==> src/rtl/twc_pkg.sv <==
`timescale 1ns / 1ps
// Shared types, codes, constants and micro-op tables of the time-walk correction block.
package twc_pkg;

    localparam int ENTRIES    = 64;
    localparam int IDX_W      = (ENTRIES > 1) ? $clog2(ENTRIES) : 1;
    localparam int CNT_W      = (IDX_W > 6) ? IDX_W : 6;
    localparam int KEY_W      = 28;
    localparam int SQRT_STEPS = 25;   // 50-bit radicand, two bits per step
    localparam int DIV_STEPS  = 48;   // 48-bit numerator, one bit per step

    // APB map: one 32-bit register
    localparam int         PADDR_W          = 3;
    localparam logic [0:0] REG_MIN_DISTANCE = 1'b0;

    // func codes
    localparam logic [2:0] FN_CLEAR = 3'd0;
    localparam logic [2:0] FN_WRITE = 3'd1;
    localparam logic [2:0] FN_FWD   = 3'd2;
    localparam logic [2:0] FN_REV   = 3'd3;
    localparam logic [2:0] FN_START = 3'd4;

    // method codes
    localparam logic [1:0] MT_NONE  = 2'd0;
    localparam logic [1:0] MT_ISQRT = 2'd1;
    localparam logic [1:0] MT_QUAD  = 2'd2;
    localparam logic [1:0] MT_NA    = 2'd3;

    // result status codes
    localparam logic [1:0] RS_OK        = 2'd0;
    localparam logic [1:0] RS_NO_ENTRY  = 2'd1;
    localparam logic [1:0] RS_FULL      = 2'd2;
    localparam logic [1:0] RS_NO_METHOD = 2'd3;

    typedef struct packed {
        logic [2:0]         func;
        logic [7:0]         crate_id;
        logic [7:0]         plane_id;
        logic [9:0]         segment;
        logic [1:0]         side;
        logic [1:0]         method;
        logic signed [31:0] coef_in_a;
        logic signed [31:0] coef_in_b;
        logic signed [31:0] coef_in_c;
        logic signed [31:0] value_main;
        logic signed [31:0] value_aux;
    } in_item_t;

    typedef struct packed {
        logic signed [31:0] corrected;
        logic               found;
        logic [1:0]         status;
    } out_item_t;

    // one table entry as stored in RAM
    typedef struct packed {
        logic [KEY_W-1:0]   key;
        logic [1:0]         method;
        logic signed [31:0] c0;
        logic signed [31:0] c1;
        logic signed [31:0] c2;
    } ent_t;

    typedef enum logic [4:0] {
        OP_NONE,
        OP_SQRT_INIT,
        OP_SQRT_STEP,
        OP_DIV_STEP,
        OP_MUL_C0W,
        OP_MUL_C1W,
        OP_MUL_WW,
        OP_MUL_C0LO,
        OP_MUL_C0HI,
        OP_MAG_Q,
        OP_MAG_PROD,
        OP_MAG_HI,
        OP_ACC_SUB_MAG,
        OP_ACC_ADD_MAG,
        OP_ACC_ADD_C2,
        OP_ACC_SUB_C2,
        OP_ACC_SUB_C1
    } dp_op_t;

    typedef enum logic [1:0] {
        PRG_FWD1,
        PRG_REV1,
        PRG_START,
        PRG_FWD2
    } prog_t;

    typedef struct packed {
        logic             capture;
        logic             clear_tab;
        logic             scan_start;
        logic             rd_en;
        logic [IDX_W-1:0] rd_addr;
        logic             wr_entry;
        logic             acc_main;
        logic             acc_zero;
        logic             set_flags;
        logic             found;
        logic [1:0]       status;
        dp_op_t           op;
        logic             emit;
    } dp_cmd_t;

    typedef struct packed {
        logic [2:0] func;
        logic [1:0] method;
        logic       hit;
        logic       free;
        logic       match_now;
        logic       scan_end;
    } dp_stat_t;

    // side | plane | crate | segment
    function automatic logic [KEY_W-1:0] make_key(input in_item_t it);
        make_key = {it.side, it.plane_id, it.crate_id, it.segment};
    endfunction

    function automatic logic [3:0] tail_last(input prog_t p);
        unique case (p)
            PRG_FWD1:  tail_last = 4'd2;
            PRG_REV1:  tail_last = 4'd2;
            PRG_START: tail_last = 4'd3;
            PRG_FWD2:  tail_last = 4'd8;
            default:   tail_last = 4'd0;
        endcase
    endfunction

    // closing op sequence of each rule
    function automatic dp_op_t tail_op(input prog_t p, input logic [3:0] i);
        dp_op_t o;
        o = OP_NONE;
        unique case (p)
            PRG_FWD1:
            begin
                unique case (i)
                    4'd0:    o = OP_MAG_Q;
                    4'd1:    o = OP_ACC_SUB_MAG;
                    4'd2:    o = OP_ACC_ADD_C2;
                    default: o = OP_NONE;
                endcase
            end
            PRG_REV1:
            begin
                unique case (i)
                    4'd0:    o = OP_MAG_Q;
                    4'd1:    o = OP_ACC_ADD_MAG;
                    4'd2:    o = OP_ACC_SUB_C2;
                    default: o = OP_NONE;
                endcase
            end
            PRG_START:
            begin
                unique case (i)
                    4'd0:    o = OP_MUL_C0W;
                    4'd1:    o = OP_MAG_PROD;
                    4'd2:    o = OP_ACC_SUB_MAG;
                    4'd3:    o = OP_ACC_SUB_C1;
                    default: o = OP_NONE;
                endcase
            end
            PRG_FWD2:
            begin
                unique case (i)
                    4'd0:    o = OP_MUL_WW;
                    4'd1:    o = OP_MUL_C0LO;
                    4'd2:    o = OP_MUL_C0HI;
                    4'd3:    o = OP_MAG_HI;
                    4'd4:    o = OP_ACC_SUB_MAG;
                    4'd5:    o = OP_MUL_C1W;
                    4'd6:    o = OP_MAG_PROD;
                    4'd7:    o = OP_ACC_SUB_MAG;
                    4'd8:    o = OP_ACC_SUB_C2;
                    default: o = OP_NONE;
                endcase
            end
            default: o = OP_NONE;
        endcase
        tail_op = o;
    endfunction

endpackage

==> src/rtl/twc_ctrl.sv <==
`timescale 1ns / 1ps
// Controller: sequences table scan, lookup decision and arithmetic steps.
module twc_ctrl (
    input  logic              clk,
    input  logic              rst_n,
    input  logic              in_valid,
    output logic              in_stall,
    output logic              out_valid,
    input  logic              out_stall,
    input  twc_pkg::dp_stat_t stat,
    output twc_pkg::dp_cmd_t  cmd
);
    import twc_pkg::*;

    typedef enum logic [7:0] {
        ST_IDLE  = 8'b0000_0001,
        ST_START = 8'b0000_0010,
        ST_SCAN  = 8'b0000_0100,
        ST_EVAL  = 8'b0000_1000,
        ST_SQRT  = 8'b0001_0000,
        ST_DIV   = 8'b0010_0000,
        ST_TAIL  = 8'b0100_0000,
        ST_DONE  = 8'b1000_0000
    } state_t;

    state_t           state_reg;
    state_t           state_next;
    logic [CNT_W-1:0] cnt_reg;
    logic [CNT_W-1:0] cnt_next;
    prog_t            prog_reg;
    prog_t            prog_next;
    logic             out_valid_reg;
    logic             out_valid_next;

    always_comb
    begin
        state_next = state_reg;
        cnt_next   = cnt_reg;
        prog_next  = prog_reg;
        cmd        = '0;
        cmd.op     = OP_NONE;
        unique case (state_reg)
            ST_IDLE:
            begin
                if (in_valid)
                begin
                    cmd.capture = 1'b1;
                    state_next  = ST_START;
                end
            end
            ST_START:
            begin
                if (stat.func == FN_CLEAR)
                begin
                    cmd.clear_tab = 1'b1;
                    cmd.acc_zero  = 1'b1;
                    cmd.set_flags = 1'b1;
                    cmd.status    = RS_OK;
                    state_next    = ST_DONE;
                end
                else if (stat.func == FN_WRITE || stat.func == FN_FWD ||
                         stat.func == FN_REV || stat.func == FN_START)
                begin
                    cmd.scan_start = 1'b1;
                    cnt_next       = '0;
                    state_next     = ST_SCAN;
                end
                else
                begin
                    // unused codes pass the value through
                    cmd.acc_main  = 1'b1;
                    cmd.set_flags = 1'b1;
                    cmd.status    = RS_OK;
                    state_next    = ST_DONE;
                end
            end
            ST_SCAN:
            begin
                if (stat.match_now || stat.scan_end)
                begin
                    state_next = ST_EVAL;
                end
                else
                begin
                    cmd.rd_en   = 1'b1;
                    cmd.rd_addr = cnt_reg[IDX_W-1:0];
                    cnt_next    = cnt_reg + 1'b1;
                end
            end
            ST_EVAL:
            begin
                cmd.set_flags = 1'b1;
                state_next    = ST_DONE;
                if (stat.func == FN_WRITE)
                begin
                    cmd.acc_zero = 1'b1;
                    cmd.found    = stat.hit;
                    if (stat.hit || stat.free)
                    begin
                        cmd.wr_entry = 1'b1;
                        cmd.status   = RS_OK;
                    end
                    else
                    begin
                        cmd.status = RS_FULL;
                    end
                end
                else
                begin
                    cmd.acc_main = 1'b1;
                    if (!stat.hit)
                    begin
                        cmd.status = RS_NO_ENTRY;
                    end
                    else
                    begin
                        cmd.found = 1'b1;
                        if (stat.method == MT_NONE)
                        begin
                            cmd.status = RS_OK;
                        end
                        else if (stat.method == MT_ISQRT)
                        begin
                            cmd.status = RS_OK;
                            cnt_next   = '0;
                            if (stat.func == FN_START)
                            begin
                                prog_next  = PRG_START;
                                state_next = ST_TAIL;
                            end
                            else
                            begin
                                cmd.op     = OP_SQRT_INIT;
                                prog_next  = (stat.func == FN_FWD) ? PRG_FWD1 : PRG_REV1;
                                state_next = ST_SQRT;
                            end
                        end
                        else if (stat.method == MT_QUAD && stat.func == FN_FWD)
                        begin
                            cmd.status = RS_OK;
                            cnt_next   = '0;
                            prog_next  = PRG_FWD2;
                            state_next = ST_TAIL;
                        end
                        else
                        begin
                            cmd.status = RS_NO_METHOD;
                        end
                    end
                end
            end
            ST_SQRT:
            begin
                cmd.op = OP_SQRT_STEP;
                if (cnt_reg == CNT_W'(SQRT_STEPS - 1))
                begin
                    cnt_next   = '0;
                    state_next = ST_DIV;
                end
                else
                begin
                    cnt_next = cnt_reg + 1'b1;
                end
            end
            ST_DIV:
            begin
                cmd.op = OP_DIV_STEP;
                if (cnt_reg == CNT_W'(DIV_STEPS - 1))
                begin
                    cnt_next   = '0;
                    state_next = ST_TAIL;
                end
                else
                begin
                    cnt_next = cnt_reg + 1'b1;
                end
            end
            ST_TAIL:
            begin
                cmd.op = tail_op(prog_reg, cnt_reg[3:0]);
                if (cnt_reg[3:0] == tail_last(prog_reg))
                begin
                    state_next = ST_DONE;
                end
                else
                begin
                    cnt_next = cnt_reg + 1'b1;
                end
            end
            ST_DONE:
            begin
                if (!out_valid_reg || !out_stall)
                begin
                    cmd.emit   = 1'b1;
                    state_next = ST_IDLE;
                end
            end
            default:
            begin
                state_next = ST_IDLE;
            end
        endcase
    end

    assign out_valid_next = (out_valid_reg && out_stall) || cmd.emit;

    always_ff @(posedge clk or negedge rst_n)
    begin
        if (!rst_n)
        begin
            state_reg     <= ST_IDLE;
            cnt_reg       <= '0;
            prog_reg      <= PRG_FWD1;
            out_valid_reg <= 1'b0;
        end
        else
        begin
            state_reg     <= state_next;
            cnt_reg       <= cnt_next;
            prog_reg      <= prog_next;
            out_valid_reg <= out_valid_next;
        end
    end

    assign in_stall  = (state_reg != ST_IDLE);
    assign out_valid = out_valid_reg;
endmodule
==> config.mk <==
export PLATFORM = sky130hd
export DESIGN_NAME = twc_ctrl
export DESIGN_NICKNAME = d
export VERILOG_FILES = /design/src/rtl/twc_pkg.sv /design/src/rtl/twc_ctrl.sv
export SDC_FILE = /design/constraint.sdc
export NUM_CORES = 1
export LEC_CHECK = 0
export ABC_AREA = 1
export BUFFER_PORTS_ARGS = -buffer_cell sky130_fd_sc_hd__buf_4
export CAP_MARGIN = 5
export CORE_ASPECT_RATIO = 2
export CORE_MARGIN = 2
export CORE_UTILIZATION = 55
export DETAILED_ROUTE_END_ITERATION = 8
export PLACE_DENSITY = 0.9
export SLEW_MARGIN = 20
export SYNTH_ARGS = -nofsm -noshare
export SYNTH_HDL_FRONTEND = slang
export SYNTH_SLANG_ARGS = --single-unit
==> constraint.sdc <==
create_clock -name clk -period 2.1 [get_ports clk]
set_input_delay 0.315 -clock clk [delete_from_list [all_inputs] [get_ports clk]]
set_output_delay 0.315 -clock clk [all_outputs]
set_load 0.05 [all_outputs]
# After elaboration in Yosys (flattened, before gate mapping)

Memory sizes are Yosys's and may differ from the RTL's.
Cells that the tools add are included.

Bits in registers: 17
Bits in read-only memories: 64
Bits of input ports: 13
Output and inout bits: 25
Word-level logic and storage cells: 138
Memories kept: 1

Memory list:

| name            | words | width | read ports | clocked after Yosys merged registers in | write ports | RTL line       | text |
|---|---|---|---|---|---|---|---|
| (no name shown) | 16    | 4     | 1          | 0                                       | 0           | twc_pkg.sv:166 | `unique case (i)` |

$add $sub $neg: 1
Equality and inequality tests: 38
Muxes and demuxes: 71
Bitwise logic cells: 2
Reductions and logical operators: 21

Operators by type and width:

| cell                                          | number |
|---|---|
| two-way mux 8 bit                             | 13 |
| two-way mux 6 bit                             | 11 |
| case mux 8 bit (8 select lines)               | 1 |
| case mux 5 bit (4 select lines)               | 3 |
| case mux 4 bit (3 select lines)               | 3 |
| case mux 6 bit (6 select lines)               | 1 |
| != test 2 bit, second input constant          | 13 |
| two-way mux 7 bit                             | 3 |
| two-way mux 2 bit                             | 10 |
| two-way mux 5 bit                             | 4 |
| two-way mux 1 bit                             | 19 |
| AND reduction 9 bit                           | 1 |
| == test 4 x 2 -> 1 bit, second input constant | 2 |
| == test 8 x 1 -> 1 bit, second input constant | 1 |
| == test 8 x 2 -> 1 bit, second input constant | 1 |
| == test 8 x 3 -> 1 bit, second input constant | 1 |
| == test 8 x 4 -> 1 bit, second input constant | 1 |
| == test 8 x 5 -> 1 bit, second input constant | 1 |
| == test 8 x 6 -> 1 bit, second input constant | 1 |
| == test 8 x 7 -> 1 bit, second input constant | 1 |
| == test 8 bit, second input constant          | 1 |
| != test 8 x 1 -> 1 bit, second input constant | 1 |
| logical OR 1 bit                              | 7 |
| adder 6 x 1 -> 6 bit, second input constant   | 1 |
| 24 further kinds                              | 32 |

# Logic depth before layout (Yosys ltp)

Gate-level depths: netlist of run 1.

Depth after elaboration: 8
Mapped depth: 11
Gate-level depth less buffers: 11

# Least setup slack after synthesis of run 1

Ideal clock, no wire load.

Path type: register to output
Start: register state_reg[7]
End: output port cmd[7] (netlist bit)
Arrival: 2.453 ns
Data required time: 1.785 ns
Slack: -0.668 ns
Stages on the path, launching flop included: 8
Path buffers: 0
Cell sequence: dfrtp_1 -> nor2_2 -> nand2_4 -> nor2_4 -> inv_2 -> nor2_1 -> nand2_1 -> o32ai_1

RTL lines:

| what                     | RTL line        | text |
|---|---|---|
| start: declaration       | twc_ctrl.sv:26  | `state_t state_reg;` |
| start signal: assignment | twc_ctrl.sv:218 | `state_reg <= state_next;` |
| end: declaration         | twc_ctrl.sv:11  | `output twc_pkg::dp_cmd_t cmd` |

==> flow_summary.ini, run 1 <==
[run_status]
outcome = finished clean

[global_route]
grt_pass1_vias = 1938
grt_max_degree = 18
grt_antenna_before_repair = 0
gr-total-overflow = 0
grt.total_usage_pct = 29.92
grt_pass1_wl_um = 8286

[sta]
max_freq_ghz = 0.4774
setup_viol = 0
rsz0062_at_grt = true
fin_setup_tns_ns = 0
tightest_slew_ns = 0.2849
hold_viol = 0
final.min_clock_period_ns = 2.095
final-max-slew-violation-count = 0
relSlewSlack_pct = 81.00
min_period_over_period_pct = 99.75
clock_skew_ns = 0.004491
fin_ws_ns = 0.005229

[finish]
num_antenna_cells = 0
final_nets = 351
final_layout_size_suffix_gt1_share_pct = 35.65
largest_reg_flops = 8
syn2layout_area_growth_pct = 36.65
finish.instance_area_mm2 = 0.002356
final_cells = 361

[min_path]
holdPathEnd = out_valid$_DFF_PN0_
hold_depth = 3
hp-start = out_stall
hold_class = input pin to flip-flop

[die]
io-pin-count = 38
dieArea_mm2 = 0.003626
start_util_pct = 57.90
num_rows = 28
coreArea_mm2 = 0.002978
die_w_um = 43.59
dieHeight_um = 83.18

[detailed_routing]
drt_iter0_drc = 107
firstDrtPassIters = 5
wire_per_inst_um = 15.57
drt_wl_total_um = 5619
viasPerCell = 5.748
drc = 0
vias = 2075
ant_nets = 0

[placement]
place_area_mm2 = 0.002095
placedCellCount = 345
portBuffers = 37
post-place-ws_ns = 0.1016
dp_hpwl_um = 4080
place_congestion = 1.002

[setup_path]
required_ns = 1.78
worstReg2RegEnd = cnt_reg[0]$_DFFE_PN0P_
startpoint_type = flip-flop
cpPeakStageDelay_ns = 0.43
arrival_ns = 1.78
r2r_slack_ns = 0.20
crit_path_top_delay_cell = dfrtp_2
crit_family = compound AO/OA/AOI/OAI gates
crit_chain = inv_4, ha_4, a21oi_1, o21ai_0, a21oi_1, nand2_1, nand3_2, nand3_2, buf_8
worst-path-buf-inv = 2
critPathKind = flip-flop to primary output
cp-end-kind = primary output
worstPathMaxFanout = 4
reg2reg_from = cnt_reg[1]$_DFFE_PN0P_
reg2regPathDepth = 10

[logic_synthesis]
synth_area_mm2 = 0.001724
synth_edf_count = 0
ys_top_cells_by_count = nand2_1 (64), nor2_1 (45), inv_1 (37), nand3_1 (31), dfrtp_1 (16)
dominantRegCellSynth = dfrtp_1
synth_largest_area_cell = dfrtp_1
synth_seq_cells = 17
synth_area_per_cell_um2 = 6.270
async_flop_share_pct = 100.0
synth.distinct_cells = 31
synth-seq-area-share_pct = 24.75
syn_inst = 275
synth_fp_nets = 294
yosysMostFrequentCell = nand2_1
yosys_warnings = 0
synth_top_area_share_pct = 23.22
synth_area_leaders = dfrtp_1 (23%), nand2_1 (14%), nor2_1 (9.8%)

[power]
leakage_nw = 1.228
ir_worst_vdd_mv = 0.4928
powerDensity_mw_per_mm2 = 622.3

[clock_tree]
cts.sinks = 17
numCtsBuffers = 3
cts_tree = done
root_buffer = clkbuf_8
cts_buffer_depth = 2
clk_pin_slew_ns = 0.07
clock_latency_ns = 0.27
htree_num_levels = 1

[job]
maxCapViolCount = 0
-- tightest hold or removal path, delay by kind of cell --
kind          cells  cell delay, ns
buf+inv           1            0.07
simple gates      2            0.11
-- timing repair --
action / 4_1_cts / 5_1_grt
endpoints found under the hold margin: 16 / 0
hold buffers: 1 / 0
buffers inserted: 2 / 9
setup endpoints to repair: 5 / 14
gates resized for setup: 12 / 28
pin swaps: 0 / 5
-- power breakdown --
group	switching, W	internal [W]	total [W]	leakage (nW)
Clock	0.000129	0.000132	0.000261	0.0255
Combinational	0.000531	0.000255	0.000786	0.982
Sequential	0.0000467	0.000372	0.000419	0.221
Total	0.000707	0.000760	0.00147	1.23
-- layer usage --
metal	up-vias	share of wire, %	global-route usage [%]
met2	127	54	54.68
met4	0	8.7	21.21
li1	972	-	-
met5	-	0	0
met1	934	31	27.30
met3	42	6.3	4.565
-- cell families (layout without fill, tap and decap cells) --
logic type	count (synthesis)	in the layout	share of synthesized area [%]
DFF	17	17	24.75
and+or+nand+nor	177	177	50.07
adders and majority gates	6	6	4.354
xor gates and xnor gates	4	4	2.032
buffers and inverters	44	100	10.16
AOI/OAI and AO/OA	27	27	8.636
-- area by class of cell --
class	instances	area, um^2
sequential	17	431.7
inverter	41	158.9
multi-input combinational	214	1246
timing repair buffer	55	435.4
clock buffer	3	41.29
clock inverter	1	5.005
tap	30	37.54
fill	217	621.8
-- cells in the final DEF, fill, tap and decap left out, drive strengths merged --
| master | Yosys | routed |
|---|---|---|
| ha | 6 | 6 |
| dlygate4sd3 | 0 | 1 |
| a31oi | 1 | 1 |
| or2 | 1 | 1 |
| buf | 3 | 53 |
| clkbuf | 0 | 4 |
| nor2 | 62 | 62 |
| dfrtp | 16 | 16 |
| o211ai | 1 | 1 |
| nor2b | 1 | 1 |
| clkinv | 0 | 1 |
| and2 | 1 | 1 |
| nand3 | 34 | 34 |
| inv | 41 | 41 |
| a21oi | 7 | 7 |
| o21ai | 16 | 16 |
| o32ai | 1 | 1 |
| dfstp | 1 | 1 |
| xor2 | 4 | 4 |
| nor3 | 3 | 3 |
| nand2 | 74 | 74 |
| nand4 | 1 | 1 |
| o31ai | 1 | 1 |
-- worst max-delay path by stage --
stage,start,depth (start not counted),end
2_1_floorplan,state_reg[7]$_DFFE_PN0P_,7,cmd[10]
3_3_place_gp,cnt_reg[1]$_DFFE_PN0P_,9,cmd[4]
3_5_place_dp,cnt_reg[0]$_DFFE_PN0P_,9,cmd[3]
4_1_cts,cnt_reg[1]$_DFFE_PN0P_,9,cmd[1]
5_1_grt,cnt_reg[0]$_DFFE_PN0P_,9,cmd[3]
6_report,cnt_reg[1]$_DFFE_PN0P_,9,cmd[1]
-- per-stage QoR --
stage	total power, W	util, %	hold WS [ns]
2_1_floorplan	0.0009479	-	0.01941
3_3_place_gp	0.001127	70.34	0.1930
3_5_place_dp	0.001138	70.34	0.1957
4_1_cts	0.001402	73.95	0.2653
5_1_grt	0.001552	79.12	0.2848
6_report	0.001466	79.12	0.2572
(Power assumes the default switching activity.)
==> run 2: changes to the inputs <==
- BUFFER_PORTS_ARGS: -buffer_cell sky130_fd_sc_hd__buf_4 -> not set
- DONT_BUFFER_PORTS: not set -> 1
- PLACE_DENSITY: 0.9 -> 0.79
==> run 2 against run 1 <==
The run now ends with setup timing left; wire length is 8.4% lower; core utilization is 0.63 points lower; setup slack worse by 0.0089 ns; power is 1.9% lower; cell area is 0.80% lower; global-route usage is 1.3 points lower; first-iteration DRC count is 21% lower; worst hold slack worse by 0.058 ns; critical path type unchanged; largest cell class unchanged.
==> flow_summary.ini, run 2 (same netlist as run 1, synthesis figures left out) <==
[run_status]
outcome = finished, violations left
failed_checks = setup timing

[clock_tree]
clk_pin_slew_ns = 0.08
cts_buffer_depth = 2
htree_num_levels = 1
numCtsBuffers = 3
root_buffer = clkbuf_8
cts.sinks = 17
clock_latency_ns = 0.26
cts_tree = done

[setup_path]
arrival_ns = 1.79
cp-end-kind = primary output
startpoint_type = flip-flop
critPathKind = flip-flop to primary output
worstPathMaxFanout = 4
required_ns = 1.78

[sta]
min_period_over_period_pct = 100.2
final-max-slew-violation-count = 0
tightest_slew_ns = 0.8608
fin_ws_ns = -0.003664
rsz0062_at_grt = true
hold_viol = 0
setup_viol = 1
final.min_clock_period_ns = 2.104
clock_skew_ns = 0.01054
max_freq_ghz = 0.4754
relSlewSlack_pct = 42.42
fin_setup_tns_ns = -0.003664

[detailed_routing]
firstDrtPassIters = 4
ant_nets = 0
drc = 0
drt_iter0_drc = 84
wire_per_inst_um = 15.00
vias = 1965
viasPerCell = 5.729
drt_wl_total_um = 5145

[global_route]
gr-total-overflow = 0
grt_antenna_before_repair = 0
grt_pass1_wl_um = 8093
grt.total_usage_pct = 28.64
grt_pass1_vias = 1904
grt_max_degree = 18

[power]
leakage_nw = 1.147
finalPower_w = 0.001438
ir_worst_vdd_mv = 0.5134
powerDensity_mw_per_mm2 = 615.4

[job]
maxCapViolCount = 0

[finish]
finish.instance_area_mm2 = 0.002337
num_antenna_cells = 0
final_layout_size_suffix_gt1_share_pct = 32.91
mostFrequentLayoutCells = nand2_1 (61), nor2_1 (42), inv_1 (33)
syn2layout_area_growth_pct = 35.56
final_common_cell = nand2_1
largest_reg_flops = 8
final_cells = 343
final_nets = 333

[placement]
place_area_mm2 = 0.002064
place_congestion = 0.9058
portBuffers = 0
placedCellCount = 331
dp_hpwl_um = 3842

[die]
start_util_pct = 57.90
coreArea_mm2 = 0.002978
dieHeight_um = 83.18
dieArea_mm2 = 0.003626
die_w_um = 43.59
num_rows = 28
io-pin-count = 38

[min_path]
hold_class = input pin to flip-flop
## run 2: timing repair
action | in CTS | in global routing
setup endpoints to repair | 4 | 16
pin swaps | 3 | 7
gates resized for setup | 12 | 33
buffers inserted | 3 | 4
hold buffers | 1 | 0
hold endpoints to repair | 17 | 0
## run 2: worst paths after layout
check / start / end / slack [ns] / cells past startpoint
hold reg to reg: cnt_reg[5]$_DFFE_PN0P_ / cnt_reg[5]$_DFFE_PN0P_ / 0.55 / 2
min in group asynchronous: rst_n / state_reg[2]$_DFFE_PN0P_ / 0.61 / 1
setup / recovery: cnt_reg[1]$_DFFE_PN0P_ / cmd[1] / -0.004 / 9
max in group asynchronous: rst_n / prog_reg[1]$_DFFE_PN0P_ / 0.91 / 1
hold / removal: out_stall / out_valid$_DFF_PN0_ / 0.20 / 2
setup reg to reg: cnt_reg[0]$_DFFE_PN0P_ / cnt_reg[5]$_DFFE_PN0P_ / 0.18 / 11
## run 2: final cells by class
type | instances | area (um^2)
sequential | 17 | 427.9
fill | 198 | 640.6
tap | 30 | 37.54
clock buffer | 4 | 45.04
timing repair buffer | 37 | 362.8
inverter | 41 | 160.2
multi-input combinational | 214 | 1304
## run 2: report_power, final
group | total (W) | leakage, nW | internal (W) | switching, W
clock network | 0.000259 | 0.0228 | 0.000135 | 0.000124
registers | 0.000431 | 0.227 | 0.000372 | 0.0000590
logic | 0.000749 | 0.897 | 0.000238 | 0.000510
## run 2: per-layer routing
| metal | vias to the layer above | part of all wire (%) | track usage (%) |
|---|---|---|---|
| li1 | 934 | - | - |
| met1 | 889 | 32 | 27.82 |
| met2 | 102 | 56 | 53.61 |
| met3 | 40 | 4.8 | 3.043 |
| met4 | 0 | 6.8 | 15.98 |
| met5 | - | 0 | 0 |
## run 2: critical path, cell delays in order, from the launching register on
cell and delay, ns:
dfrtp_1 0.41, buf_6 0.14, ha_4 0.17, o21ai_4 0.18, nor2_4 0.06, a31oi_4 0.16
nand2_1 0.09, nand3_2 0.07, nand3_2 0.08, buf_12 0.16
## run 2: per-stage QoR
stage / setup slack [ns] / utilization [%] / hold slack (ns)
after floorplan: 0.009383 / - / 0.01941
after global placement: 0.1079 / 69.33 / 0.02018
after detailed placement: 0.04574 / 69.33 / 0.02026
after CTS: -0.01987 / 73.49 / 0.1966
after global routing: -0.06981 / 78.49 / 0.2039
final: -0.003664 / 78.49 / 0.1991
